**config.mk**
```make
export PLATFORM = sky130hd
export DESIGN_NAME = temp_command_responder_top_flat
export DESIGN_NICKNAME = d
export VERILOG_FILES = /design/src/rtl/core/tcr_pkg.sv /design/src/rtl/core/tcr_channels.sv /design/src/rtl/core/tcr_front.sv /design/src/rtl/core/tcr_queue.sv /design/src/rtl/core/tcr_back.sv /design/src/rtl/core/temp_command_responder_top.sv /design/src/flat_wrapper.sv
export SDC_FILE = /design/constraint.sdc
export NUM_CORES = 1
export LEC_CHECK = 0
export BUFFER_PORTS_ARGS = -buffer_cell sky130_fd_sc_hd__buf_2
export CAP_MARGIN = 20
export CORE_MARGIN = 3
export CORE_UTILIZATION = 45
export CTS_CLUSTER_DIAMETER = 50
export DETAILED_ROUTE_END_ITERATION = 12
export PLACE_DENSITY_LB_ADDON = 0.3
export SYNTH_ARGS = -nofsm -noshare
export SYNTH_HDL_FRONTEND = slang
export SYNTH_HIERARCHICAL = 1
export SYNTH_SLANG_ARGS = --single-unit
```
**constraint.sdc**
```tcl
create_clock -name clock -period 11.85 [get_ports clock]
set_clock_uncertainty 0.1 [all_clocks]
set_input_delay 1.185 -clock clock [delete_from_list [all_inputs] [get_ports clock]]
set_output_delay 1.185 -clock clock [all_outputs]
set_load 0.01 [all_outputs]
```
**src/rtl/core/tcr_pkg.sv**
```systemverilog
// Shared types, character codes and scaling constants of the temperature
// command responder. No dependencies; all files but tcr_channels.sv import it.
`timescale 1ns / 1ps

package tcr_pkg;

   localparam int CODE_W = 16;
   localparam int CHAR_W = 8;
   localparam int MILLI_W = 18;
   localparam int MULT_W = 20;
   localparam int PROD_W = 33;
   localparam int PREFIX_DEPTH = 4;
   localparam int QUEUE_DEPTH = 2;

   localparam logic [16:0] SCALE = 17'd106500;
   localparam int SCALE_SHIFT = 15;

   localparam logic [CHAR_W-1:0] CHAR_CR = 8'h0D;
   localparam logic [CHAR_W-1:0] CHAR_LF = 8'h0A;
   localparam logic [CHAR_W-1:0] CHAR_ZERO = 8'h30;
   localparam logic [CHAR_W-1:0] CHAR_DOT = 8'h2E;
   localparam logic [CHAR_W-1:0] CHAR_O = 8'h6F;
   localparam logic [CHAR_W-1:0] CHAR_C = 8'h43;
   localparam logic [CHAR_W-1:0] CHAR_T = 8'h74;
   localparam logic [CHAR_W-1:0] CHAR_E = 8'h65;
   localparam logic [CHAR_W-1:0] CHAR_M = 8'h6D;
   localparam logic [CHAR_W-1:0] CHAR_P = 8'h70;

   // Front to queue: one query to store.
   typedef struct packed {
      logic                push;
      logic [CODE_W-1:0]   adc_code;
   } cmd_type;

   // Queue fill status seen by both sides.
   typedef struct packed {
      logic full;
      logic empty;
   } q_status_type;

   // Decimal weight of the digit produced at conversion step 0 to 4.
   function automatic logic [MULT_W-1:0] step_weight(input logic [2:0] step);
      logic [MULT_W-1:0] w;
      case (step)
         3'd0:    w = 20'd100000;
         3'd1:    w = 20'd10000;
         3'd2:    w = 20'd1000;
         3'd3:    w = 20'd100;
         3'd4:    w = 20'd10;
         default: w = 20'd1;
      endcase
      return w;
   endfunction

endpackage

```
**src/rtl/core/tcr_channels.sv**
```systemverilog
// Valid/ready channel interfaces of the temperature command responder:
// received bytes in, reply characters out. Depends on nothing.
`timescale 1ns / 1ps

interface tcr_req_if;
   logic        valid;
   logic        ready;
   logic [7:0]  rx_byte;
   logic [15:0] adc_code;
   modport source (output valid, output rx_byte, output adc_code, input ready);
   modport sink (input valid, input rx_byte, input adc_code, output ready);
endinterface

interface tcr_rsp_if;
   logic       valid;
   logic       ready;
   logic [7:0] tx_char;
   logic       last;
   modport source (output valid, output tx_char, output last, input ready);
   modport sink (input valid, input tx_char, input last, output ready);
endinterface

```
**src/rtl/core/tcr_front.sv**
```systemverilog
// Line collector: accepts received bytes, keeps the line prefix and count,
// and queues a query on a matching line end. Uses tcr_pkg and tcr_req_if.
`timescale 1ns / 1ps

module tcr_front #(
   parameter int LINE_LEN = 8
) (
   input  logic                  clock,
   input  logic                  reset,
   tcr_req_if.sink               req_ch,
   input  tcr_pkg::q_status_type q_stat,
   output tcr_pkg::cmd_type      cmd
);
   import tcr_pkg::*;

   localparam int CW = $clog2(LINE_LEN);
   localparam logic [CW-1:0] MAX_COUNT = CW'(LINE_LEN - 1);
   localparam logic [CW-1:0] PREFIX_COUNT = CW'(PREFIX_DEPTH);

   logic [CW-1:0]     count_ff, count_in;
   logic [CHAR_W-1:0] prefix_ff [PREFIX_DEPTH];
   logic              accept, line_end, match;

   assign req_ch.ready = !q_stat.full;
   assign accept = req_ch.valid && req_ch.ready;
   assign line_end = (req_ch.rx_byte inside {CHAR_CR, CHAR_LF});
   assign match = (count_ff >= PREFIX_COUNT) && (prefix_ff[0] == CHAR_T) &&
                  (prefix_ff[1] == CHAR_E) && (prefix_ff[2] == CHAR_M) &&
                  (prefix_ff[3] == CHAR_P);

   assign cmd.push = accept && line_end && match;
   assign cmd.adc_code = req_ch.adc_code;

   always_comb begin
      count_in = count_ff;
      if (accept) begin
         if (line_end) begin
            count_in = '0;
         end else if (count_ff < MAX_COUNT) begin
            count_in = count_ff + 1'b1;
         end
      end
   end

   always_ff @(posedge clock) begin
      if (reset) begin
         count_ff <= '0;
      end else begin
         count_ff <= count_in;
      end
   end

   // Only the first four characters of a line are kept.
   always_ff @(posedge clock) begin
      if (accept && !line_end && (count_ff < MAX_COUNT) && (count_ff < PREFIX_COUNT)) begin
         prefix_ff[count_ff[1:0]] <= req_ch.rx_byte;
      end
   end

`ifndef SYNTH
   a_count_bound: assert property (@(posedge clock) disable iff (reset)
      count_ff <= MAX_COUNT)
      else $error("line count beyond its limit");
`endif

endmodule

```
**src/rtl/core/tcr_queue.sv**
```systemverilog
// Two-entry queue of pending temperature queries between the line collector
// and the reply generator. Uses tcr_pkg.
`timescale 1ns / 1ps

module tcr_queue (
   input  logic                          clock,
   input  logic                          reset,
   input  tcr_pkg::cmd_type              cmd,
   input  logic                          pop,
   output tcr_pkg::q_status_type         q_stat,
   output logic [tcr_pkg::CODE_W-1:0]    head_code
);
   import tcr_pkg::*;

   logic [CODE_W-1:0] mem_ff [QUEUE_DEPTH];
   logic              wr_ptr_ff, wr_ptr_in;
   logic              rd_ptr_ff, rd_ptr_in;
   logic [1:0]        fill_ff, fill_in;

   assign q_stat.full = (fill_ff == 2'(QUEUE_DEPTH));
   assign q_stat.empty = (fill_ff == 2'd0);
   assign head_code = mem_ff[rd_ptr_ff];

   always_comb begin
      wr_ptr_in = wr_ptr_ff ^ cmd.push;
      rd_ptr_in = rd_ptr_ff ^ pop;
      fill_in = fill_ff + 2'(cmd.push) - 2'(pop);
   end

   always_ff @(posedge clock) begin
      if (reset) begin
         wr_ptr_ff <= 1'b0;
         rd_ptr_ff <= 1'b0;
         fill_ff <= 2'd0;
      end else begin
         wr_ptr_ff <= wr_ptr_in;
         rd_ptr_ff <= rd_ptr_in;
         fill_ff <= fill_in;
      end
   end

   always_ff @(posedge clock) begin
      if (cmd.push) begin
         mem_ff[wr_ptr_ff] <= cmd.adc_code;
      end
   end

`ifndef SYNTH
   a_no_overflow: assert property (@(posedge clock) disable iff (reset)
      !(cmd.push && q_stat.full))
      else $error("query pushed into a full queue");
   a_no_underflow: assert property (@(posedge clock) disable iff (reset)
      !(pop && q_stat.empty))
      else $error("query popped from an empty queue");
`endif

endmodule

```
**src/rtl/core/tcr_back.sv**
```systemverilog
// Reply generator: scales a queued ADC code to millidegrees, splits it into
// decimal digits one per cycle and sends the ASCII reply. Uses tcr_pkg, tcr_rsp_if.
`timescale 1ns / 1ps

module tcr_back (
   input  logic                       clock,
   input  logic                       reset,
   input  tcr_pkg::q_status_type      q_stat,
   input  logic [tcr_pkg::CODE_W-1:0] head_code,
   output logic                       pop,
   tcr_rsp_if.source                  rsp_ch
);
   import tcr_pkg::*;

   typedef enum logic [3:0] {
      ST_IDLE = 4'b0001,
      ST_MUL  = 4'b0010,
      ST_CONV = 4'b0100,
      ST_SEND = 4'b1000
   } state_type;

   // Reply character positions; the reply starts at the first nonzero
   // whole-degree digit, never later than the units digit.
   localparam logic [3:0] POS_HUNDREDS = 4'd0;
   localparam logic [3:0] POS_TENS = 4'd1;
   localparam logic [3:0] POS_UNITS = 4'd2;
   localparam logic [3:0] POS_DOT = 4'd3;
   localparam logic [3:0] POS_FRAC0 = 4'd4;
   localparam logic [3:0] POS_FRAC1 = 4'd5;
   localparam logic [3:0] POS_FRAC2 = 4'd6;
   localparam logic [3:0] POS_O = 4'd7;
   localparam logic [3:0] POS_C = 4'd8;
   localparam logic [3:0] POS_CR = 4'd9;
   localparam logic [3:0] POS_LF = 4'd10;
   localparam logic [2:0] LAST_STEP = 3'd4;
   localparam logic [2:0] TOP_DIGIT = 3'd5;

   state_type         state_ff, state_in;
   logic [CODE_W-1:0] code_ff;
   logic [MILLI_W-1:0] milli_ff, milli_in;
   logic [2:0]        step_ff, step_in;
   logic [3:0]        dig_ff [6];
   logic [3:0]        idx_ff, idx_in;
   logic              rsp_valid_ff, rsp_valid_in;
   logic [CHAR_W-1:0] tx_char_ff;
   logic              last_ff;

   logic [PROD_W-1:0] product;
   logic [MULT_W-1:0] weight, sub_val;
   logic [MULT_W-1:0] milli_ext;
   logic [3:0]        digit;
   logic [2:0]        dig_sel;
   logic              load;
   logic [CHAR_W-1:0] next_char;

   assign product = PROD_W'(code_ff) * PROD_W'(SCALE);
   assign weight = step_weight(step_ff);
   assign milli_ext = MULT_W'(milli_ff);
   assign dig_sel = TOP_DIGIT - step_ff;

   // The digit is the number of weight multiples that fit in the remainder.
   always_comb begin
      digit = 4'd0;
      for (int d = 1; d <= 9; d++) begin
         if (milli_ext >= MULT_W'(weight * MULT_W'(d))) begin
            digit = 4'(d);
         end
      end
      sub_val = MULT_W'(weight * MULT_W'(digit));
   end

   always_comb begin
      case (idx_ff)
         POS_HUNDREDS: next_char = CHAR_ZERO + CHAR_W'(dig_ff[5]);
         POS_TENS:     next_char = CHAR_ZERO + CHAR_W'(dig_ff[4]);
         POS_UNITS:    next_char = CHAR_ZERO + CHAR_W'(dig_ff[3]);
         POS_DOT:      next_char = CHAR_DOT;
         POS_FRAC0:    next_char = CHAR_ZERO + CHAR_W'(dig_ff[2]);
         POS_FRAC1:    next_char = CHAR_ZERO + CHAR_W'(dig_ff[1]);
         POS_FRAC2:    next_char = CHAR_ZERO + CHAR_W'(dig_ff[0]);
         POS_O:        next_char = CHAR_O;
         POS_C:        next_char = CHAR_C;
         POS_CR:       next_char = CHAR_CR;
         default:      next_char = CHAR_LF;
      endcase
   end

   assign load = (state_ff == ST_SEND) && (!rsp_valid_ff || rsp_ch.ready);
   assign pop = (state_ff == ST_IDLE) && !q_stat.empty;

   always_comb begin
      state_in = state_ff;
      milli_in = milli_ff;
      step_in = step_ff;
      idx_in = idx_ff;
      rsp_valid_in = rsp_valid_ff && !rsp_ch.ready;
      case (state_ff)
         ST_IDLE: begin
            if (pop) begin
               state_in = ST_MUL;
            end
         end
         ST_MUL: begin
            milli_in = MILLI_W'(product >> SCALE_SHIFT);
            step_in = 3'd0;
            state_in = ST_CONV;
         end
         ST_CONV: begin
            milli_in = MILLI_W'(milli_ext - sub_val);
            step_in = step_ff + 3'd1;
            if (step_ff == LAST_STEP) begin
               state_in = ST_SEND;
               if (dig_ff[5] != 4'd0) begin
                  idx_in = POS_HUNDREDS;
               end else if (dig_ff[4] != 4'd0) begin
                  idx_in = POS_TENS;
               end else begin
                  idx_in = POS_UNITS;
               end
            end
         end
         ST_SEND: begin
            if (load) begin
               rsp_valid_in = 1'b1;
               idx_in = idx_ff + 4'd1;
               if (idx_ff == POS_LF) begin
                  state_in = ST_IDLE;
               end
            end
         end
         default: begin
            state_in = ST_IDLE;
         end
      endcase
   end

   always_ff @(posedge clock) begin
      if (reset) begin
         state_ff <= ST_IDLE;
         rsp_valid_ff <= 1'b0;
      end else begin
         state_ff <= state_in;
         rsp_valid_ff <= rsp_valid_in;
      end
   end

   always_ff @(posedge clock) begin
      milli_ff <= milli_in;
      step_ff <= step_in;
      idx_ff <= idx_in;
      if (pop) begin
         code_ff <= head_code;
      end
      if (state_ff == ST_CONV) begin
         dig_ff[dig_sel] <= digit;
         if (step_ff == LAST_STEP) begin
            dig_ff[0] <= 4'(milli_ext - sub_val);
         end
      end
      if (load) begin
         tx_char_ff <= next_char;
         last_ff <= (idx_ff == POS_LF);
      end
   end

   assign rsp_ch.valid = rsp_valid_ff;
   assign rsp_ch.tx_char = tx_char_ff;
   assign rsp_ch.last = last_ff;

`ifndef SYNTH
   a_last_is_lf: assert property (@(posedge clock) disable iff (reset)
      (rsp_valid_ff && last_ff) |-> (tx_char_ff == CHAR_LF))
      else $error("reply ends on a character other than LF");
   a_send_index: assert property (@(posedge clock) disable iff (reset)
      (state_ff == ST_SEND) |-> (idx_ff <= POS_LF))
      else $error("reply character position out of range");
   a_pop_only_idle: assert property (@(posedge clock) disable iff (reset)
      pop |=> (state_ff == ST_MUL))
      else $error("query taken without starting a conversion");
`endif

endmodule

```
**src/rtl/core/temp_command_responder_top.sv**
```systemverilog
// Top level of the temperature command responder: line collector, query
// queue and reply generator. Uses tcr_pkg, tcr_req_if and tcr_rsp_if.
`timescale 1ns / 1ps

// The block takes one received byte per cycle on req_ch, each with the latest
// ADC code, while the two-entry query queue has room; a CR or LF ending a line
// that starts with "temp" queues the code present with it. The reply generator
// handles one query at a time: it takes it in ST_IDLE, does the multiply in
// ST_MUL, forms the decimal digits in ST_CONV (one digit per cycle), then sends
// one reply character per cycle on rsp_ch while the sink is ready; a reply has
// 9 to 11 characters. Bytes are stalled only when two queries already wait in
// the queue.
module temp_command_responder_top #(
   parameter int LINE_LEN = 8
) (
   input  logic       clock,
   input  logic       reset,
   tcr_req_if.sink    req_ch,
   tcr_rsp_if.source  rsp_ch
);
   import tcr_pkg::*;

   cmd_type           cmd;
   q_status_type      q_stat;
   logic              pop;
   logic [CODE_W-1:0] head_code;

   tcr_front #(
      .LINE_LEN (LINE_LEN)
   ) u_front (
      .clock  (clock),
      .reset  (reset),
      .req_ch (req_ch),
      .q_stat (q_stat),
      .cmd    (cmd)
   );

   tcr_queue u_queue (
      .clock     (clock),
      .reset     (reset),
      .cmd       (cmd),
      .pop       (pop),
      .q_stat    (q_stat),
      .head_code (head_code)
   );

   tcr_back u_back (
      .clock     (clock),
      .reset     (reset),
      .q_stat    (q_stat),
      .head_code (head_code),
      .pop       (pop),
      .rsp_ch    (rsp_ch)
   );

endmodule

```
**src/flat_wrapper.sv**
```systemverilog
// flat-port wrapper written by rule: the top's interface ports become plain ports
module temp_command_responder_top_flat import tcr_pkg::*;
#(
   parameter int LINE_LEN = 8
)
  (clock, reset, req_ch_valid, req_ch_rx_byte, req_ch_adc_code, req_ch_ready, rsp_ch_valid, rsp_ch_tx_char, rsp_ch_last, rsp_ch_ready);
  tcr_req_if req_ch_i ();
  tcr_rsp_if rsp_ch_i ();
  input  logic clock;
  input  logic reset;
  input wire logic [$bits(req_ch_i.valid)-1:0] req_ch_valid;
  input wire logic [$bits(req_ch_i.rx_byte)-1:0] req_ch_rx_byte;
  input wire logic [$bits(req_ch_i.adc_code)-1:0] req_ch_adc_code;
  output wire logic [$bits(req_ch_i.ready)-1:0] req_ch_ready;
  output wire logic [$bits(rsp_ch_i.valid)-1:0] rsp_ch_valid;
  output wire logic [$bits(rsp_ch_i.tx_char)-1:0] rsp_ch_tx_char;
  output wire logic [$bits(rsp_ch_i.last)-1:0] rsp_ch_last;
  input wire logic [$bits(rsp_ch_i.ready)-1:0] rsp_ch_ready;
  assign req_ch_i.valid = req_ch_valid;
  assign req_ch_i.rx_byte = req_ch_rx_byte;
  assign req_ch_i.adc_code = req_ch_adc_code;
  assign req_ch_ready = req_ch_i.ready;
  assign rsp_ch_valid = rsp_ch_i.valid;
  assign rsp_ch_tx_char = rsp_ch_i.tx_char;
  assign rsp_ch_last = rsp_ch_i.last;
  assign rsp_ch_i.ready = rsp_ch_ready;
  temp_command_responder_top #(.LINE_LEN(LINE_LEN)) u_core (.clock(clock), .reset(reset), .req_ch(req_ch_i), .rsp_ch(rsp_ch_i));
endmodule
```
* After elaboration in Yosys (flattened, before gate mapping)
Memories as Yosys holds them, arrays and structs flattened. A register that Yosys moved wholly into a read port is not among the register bits.
Index checks and enable logic that the tools add are counted.
** Word-level totals
- Flip-flop bits (word level) :: 46
- RAM bits :: 88
- Output and inout bits :: 11
- Logic and storage cells :: 144
- Memories kept :: 3
** Cells by class
- Add/sub/neg operators :: 13
- Multipliers :: 7
- $lt $le $gt $ge :: 12
- Equality and inequality tests :: 29
- Muxes and demuxes :: 36
- Bitwise logic cells :: 2
- Reductions and logical operators :: 31
** Memory list
- u_core.u_front.prefix_ff :: words 4, bits a word 8, read ports 4, clocked after Yosys merged registers in 0, wr ports 1, RTL line tcr_front.sv:21 : logic [CHAR_W-1:0] prefix_ff [PREFIX_DEPTH];
- u_core.u_queue.mem_ff :: words 2, bits a word 16, read ports 1, clocked after Yosys merged registers in 1, wr ports 1, RTL line tcr_queue.sv:15 : logic [CODE_W-1:0] mem_ff [QUEUE_DEPTH];
- u_core.u_back.dig_ff :: words 6, bits a word 4, read ports 6, clocked after Yosys merged registers in 0, wr ports 2, RTL line tcr_back.sv:42 : logic [3:0] dig_ff [6];
** Operators with widths (count)
- $ge A18 B20 Y1 :: 9
- $pmux W17 S5 :: 1
- $pmux W7 S10 :: 1
- $mux W4 :: 14
- $add A6 B4 Y7 const A :: 6
- $mul A20 B3 Y20 const B :: 2
- $pmux W18 S2 :: 1
- $eq A8 B7 Y1 const B :: 4
- $mul A16 B15 Y31 const B :: 1
- $eq A4 B3 Y1 const B :: 5
- $mul A20 B2 Y19 const B :: 1
- $mul A20 B2 Y20 const B :: 1
- $mul A20 B4 Y20 const B :: 1
- $mul A17 B4 Y18 :: 1
- $sub A18 B18 Y18 :: 1
- $eq A4 B4 Y1 const B :: 4
- $eq A8 B4 Y1 const B :: 2
- $pmux W4 S4 :: 1
- $logic_and A1 B1 Y1 :: 13
- $eq A4 B2 Y1 const B :: 3
- $mux W1 :: 12
- $eq A4 B1 Y1 const B :: 2
- $pmux W4 S2 :: 1
- $reduce_bool A2 Y1 :: 4
- other kinds (26) :: 39

* Longest topological paths before layout
- Depth in word-level cells :: 15
- Depth in mapped cells :: 51

* Modules after synthesis
Netlist, hierarchy kept.
** Modules (own cells, without submodules)
- tcr_back :: instances 1, cells an instance 1408, area an instance 12677.2 µm²
- tcr_front :: instances 1, cells an instance 90, area an instance 1468.9 µm²
- tcr_queue :: instances 1, cells an instance 69, area an instance 1406.3 µm²

* Worst setup path before layout
OpenSTA, ideal clock, no wires.
- Path type :: reg2reg
- Start point :: reg u_core.u_back.step_ff[0]
- End point :: reg u_core.u_back.milli_ff[17] (data pin)
- Library setup time :: 0.261 ns
- Arrival :: 10.511 ns
- Path slack :: 0.978 ns
- Stages on the path, launching flop included :: 47
- Buffers on the path :: 3
- Period minus slack after synthesis :: 10.872 ns
- Cell sequence :: edfxtp_1 clkbuf_1 inv_1 ha_1 buf_2 o21ai_1 inv_1 nor2_1 nand2_1 nand2_1 inv_2 nor2_1 inv_1 fa_1 ha_1 o211a_1 o21a_1 o21a_1 (+11 left out) o21ai_1 buf_2 nor2_1 fa_1 inv_1 fa_1 inv_1 fa_1 inv_1 ha_1 or3_1 o31a_1 a41o_1 o221ai_1 o21ai_0 nand2_1 a21oi_1 nand3b_1
** On the way
- Cells in the longest elaborated chain, start to end :: 15
- Elaborated cells between the ends (all ways) :: 32
- Classes of those cells :: add/sub: 1; mul: 6; order compare: 9; eq/ne: 4; mux: 11; reduce/logical: 1
** RTL lines
- start: declaration :: RTL line tcr_back.sv:41 : logic [2:0] step_ff, step_in;
- start signal: assignment :: RTL line tcr_back.sv:149 : step_ff <= step_in;
- $eq A3 B3 Y1, or another cell as far along :: RTL line tcr_pkg.sv:44 : case (step)
- $pmux W17 S5 * :: RTL line tcr_pkg.sv:44
- parallel branches: the longest is 10 deep, another holds $mul A20 B2 Y20
- $mul A17 B4 Y18 * :: RTL line tcr_back.sv:69 : sub_val = MULT_W'(weight * MULT_W'(digit));
- $sub A18 B18 Y18 *
- $pmux W18 S2 * :: RTL line tcr_back.sv:97 : case (state_ff)
- via u_core.u_back.milli_in[17] :: RTL line tcr_back.sv:40 : logic [MILLI_W-1:0] milli_ff, milli_in;
- end signal: assignment :: RTL line tcr_back.sv:148 : milli_ff <= milli_in;
- end: declaration :: RTL line tcr_back.sv:40
Mark *: on every way through the listed nets, which the timed path passes.
A chain may end at the register's enable or synchronous reset.

* Worst setup path after layout
Ends and elaborated chain as after synthesis.

==> impl_results.md <==
- Post-CTS sizing: 0
- Area of the multi-input gates: 10200 sq um
- Via count: 11500
- Vias in the first global route: 11600
- Antenna violations before repair: 0
- Worst vdd ir: 0.000213 V
- Final nets: 2017
- Post-synth EDFFs: 137
- Worst hold slack: 393 ps
- Finished layout cell area: 16800 sq um
- Worst-path clk slew: 70 ps
- IO Port Bufs: 37
- 1st-iter DRT viols: 677
- Slowest cell on crit path: fa_1
- Clk Latency, worst-skew pair: 440 ps
- Max Freq: 90.7 MHz
- DRT Pass-1 Iters: 5
- Finished Core Util: 49.9%
- Number of placed I/O pins: 39
- #FFs+latches synth: 149
- Max-slew violation count: 0
- Reg2reg start: u_core/u_back/step_ff[0]
- Die X: 192 um
- P_leak: 7.68 nW
- Wire per inst: 18.1 um
- Crit path required time: 11930 ps
- Register area: 4350 sq um
- Site row count: 67
- Fill count: 3071
- Worst Setup Start Kind: flip-flop
- Top post-synthesis cells by area: edfxtp_1 26%, ha_1 26%, fa_1 7.1%
- Dpl cell area: 16200 sq um
- Crit share post-route: 93.1%
- Total power: 1.15 mW
- Most common cell after layout, fill and taps aside: ha_1
- Total Routing Usage GR: 21.1%
- Termination of the worst setup path: u_core/u_back/milli_ff[17]
- Dpl cells: 2034
- Yosys warnings: 6
- CP Class: reg -> reg
- Max-Cap Viols: 0
- Antenna diodes: 0
- Postcts setup bufs: 0
- Fraction of layout cells with a size suffix above 1: 9.06%
- Initial Util: 46.0%
- Final Hold Violating Endpoints: 0
- First-pass GRT wire length: 60600 um
- Core Area: 33800 sq um
- Register area share after synthesis: 28.0%
- Pre-CTS setup slack: 575 ps
- Area share of the largest cell type after synthesis: 26.5%
- Total gr overflow: 0
- Worst reg2reg path depth: 49
- Worst hold stages: 1
- Cts-stage hold buffer count: 0
- # clock sinks: 149
- Detailed Route WL: 37400 um
- GPL Wtd Cong: 0.939
- Power density cells: 68.2 nW/um^2
- Endpoints failing setup: 0
- Routed Antenna Nets: 0
- Crit. End Element: flip-flop
- Post-route DRC: 0
- Worst-Margin Slew: 1080 ps
- Die area: 36800 sq um
- Total negative slack: 0 ps
- Netlist Area Pre-Place: 15600 sq um
- Leading area contributor after synthesis: edfxtp_1
- Cts bufs inserted: 17
- Most frequent cells in the layout: 325 x ha_1, 207 x inv_1, 137 x edfxtp_1
- Status: completed
- Fin cells: 2070
- DP HPWL: 29200 um
- H-tree depth: 4
- Setup WS post-layout: 819 ps
- Worst slew margin: 27.5%
- Final min period: 11030 ps
- CP arrival: 11110 ps
- Clock Path Buffers: 2
- Synth cell types: 92
- Hold Crit Class: reg -> reg
- Crit path max fanout: 12
- Root buf cell: clkbuf_16
- Vias per cell: 5.57
- Most used cell, CP: inv_1
- Slowest cell delay on critical path: 550 ps
- R2R setup slack: 820 ps
- Top_reg_cell synth: edfxtp_1
- CTS tree: done
- Die Span Y: 192 um
- Fraction of registers with async set/reset: 0%
- Gate Count Post-Synth: 1567
- Largest net degree at the start of global routing: 25
- Synthesis-to-layout area growth: 8.29%
- Syn avg cell area: 9.92 sq um
- RR Endpoint: u_core/u_back/milli_ff[17]
- CP Launch Point: u_core/u_back/step_ff[0]
[power breakdown]
group / total (mW) / switching, mW / internal [mW]
Combinational: 0.0191 / 0.0113 / 0.00774
Sequential: 0.576 / 0.00162 / 0.574
Clock: 0.553 / 0.250 / 0.303
[per-layer routing]
layer  vias up  routed length, um  track usage, %
met5         -                  0               0
met4         0               1540            8.83
met3        75               2440            5.18
met2       329              16800            33.5
met1      5411              16600            27.5
li1       5707                  -               -
[area by class of cell]
| cell class | instances | area share (%) |
|---|---|---|
| clock buffers | 17 | 2.53 |
| clock inverters | 15 | 1.11 |
| inverters | 211 | 4.70 |
| multi-input cells | 1169 | 60.4 |
| flip-flops and latches | 149 | 25.9 |
| well taps | 448 | 3.33 |
| repair buffers | 61 | 2.11 |
[critical path, delay by kind of cell, from the launching register on]
family,cells,cell delay (ps)
buffers and inverters,12,1640
AND/OR/NAND/NOR,12,1630
AO/OA/AOI/OAI,16,3420
flip-flops,1,540
adder cells (fa/ha/maj),8,3260
XOR/XNOR,1,180
[state kept, by name, indices dropped and copies added (netlist names), 3 cells and up]
signal / cells
u_core/u_back/step_ff: 3
u_core/u_front/prefix_ff: 32
u_core/u_back/dig_ff: 24
u_core/u_back/rsp_ch.tx_char: 7
u_core/u_back/code_ff: 16
u_core/u_front/count_ff: 3
u_core/u_queue/mem_ff: 32
u_core/u_back/idx_ff: 4
u_core/u_back/state_ff: 4
u_core/u_back/milli_ff: 18
[kinds of logic (layout without fill, tap and decap cells)]
logic type / count (synthesis) / after routing / share of synthesized area, %
xor gates and xnor gates: 71 / 71 / 4.09
DFF: 149 / 149 / 28.0
and+or+nand+nor: 370 / 370 / 12.3
other: 2 / 5 / 0.0483
buffers and inverters: 252 / 304 / 6.75
adders and majority gates: 381 / 381 / 33.3
muxes: 23 / 23 / 1.84
AOI/OAI and AO/OA: 319 / 319 / 13.6
[synth_stat cells (11+ instances only)]
cell	count
dfxtp_1	12
a21oi_1	87
xor2_1	27
and2_1	14
a211oi_1	11
nand4_1	16
ha_1	325
o21a_1	19
nor2b_1	19
nor3_1	21
nand3_1	26
nand2_1	77
or2_2	11
a21o_1	26
nor2_1	98
fa_1	55
xnor2_1	43
inv_1	207
buf_4	18
nand2b_1	19
edfxtp_1	137
o211ai_1	13
nor4_1	18
o21ai_0	63
clkbuf_1	15
[worst min-delay path by stage]
stage,slack [ps],start,end
after global routing,430,u_core/u_back/state_ff[0],u_core/u_back/state_ff[2]
after floorplan,330,u_core/u_back/state_ff[0],u_core/u_back/state_ff[2]
after detailed placement,390,u_core/u_back/state_ff[0],u_core/u_back/state_ff[2]
final,390,u_core/u_back/state_ff[0],u_core/u_back/state_ff[2]
after global placement,370,u_core/u_back/state_ff[0],u_core/u_back/state_ff[2]
after CTS,400,u_core/u_back/state_ff[0],u_core/u_back/state_ff[2]
Power figures use the tool's default switching activity.
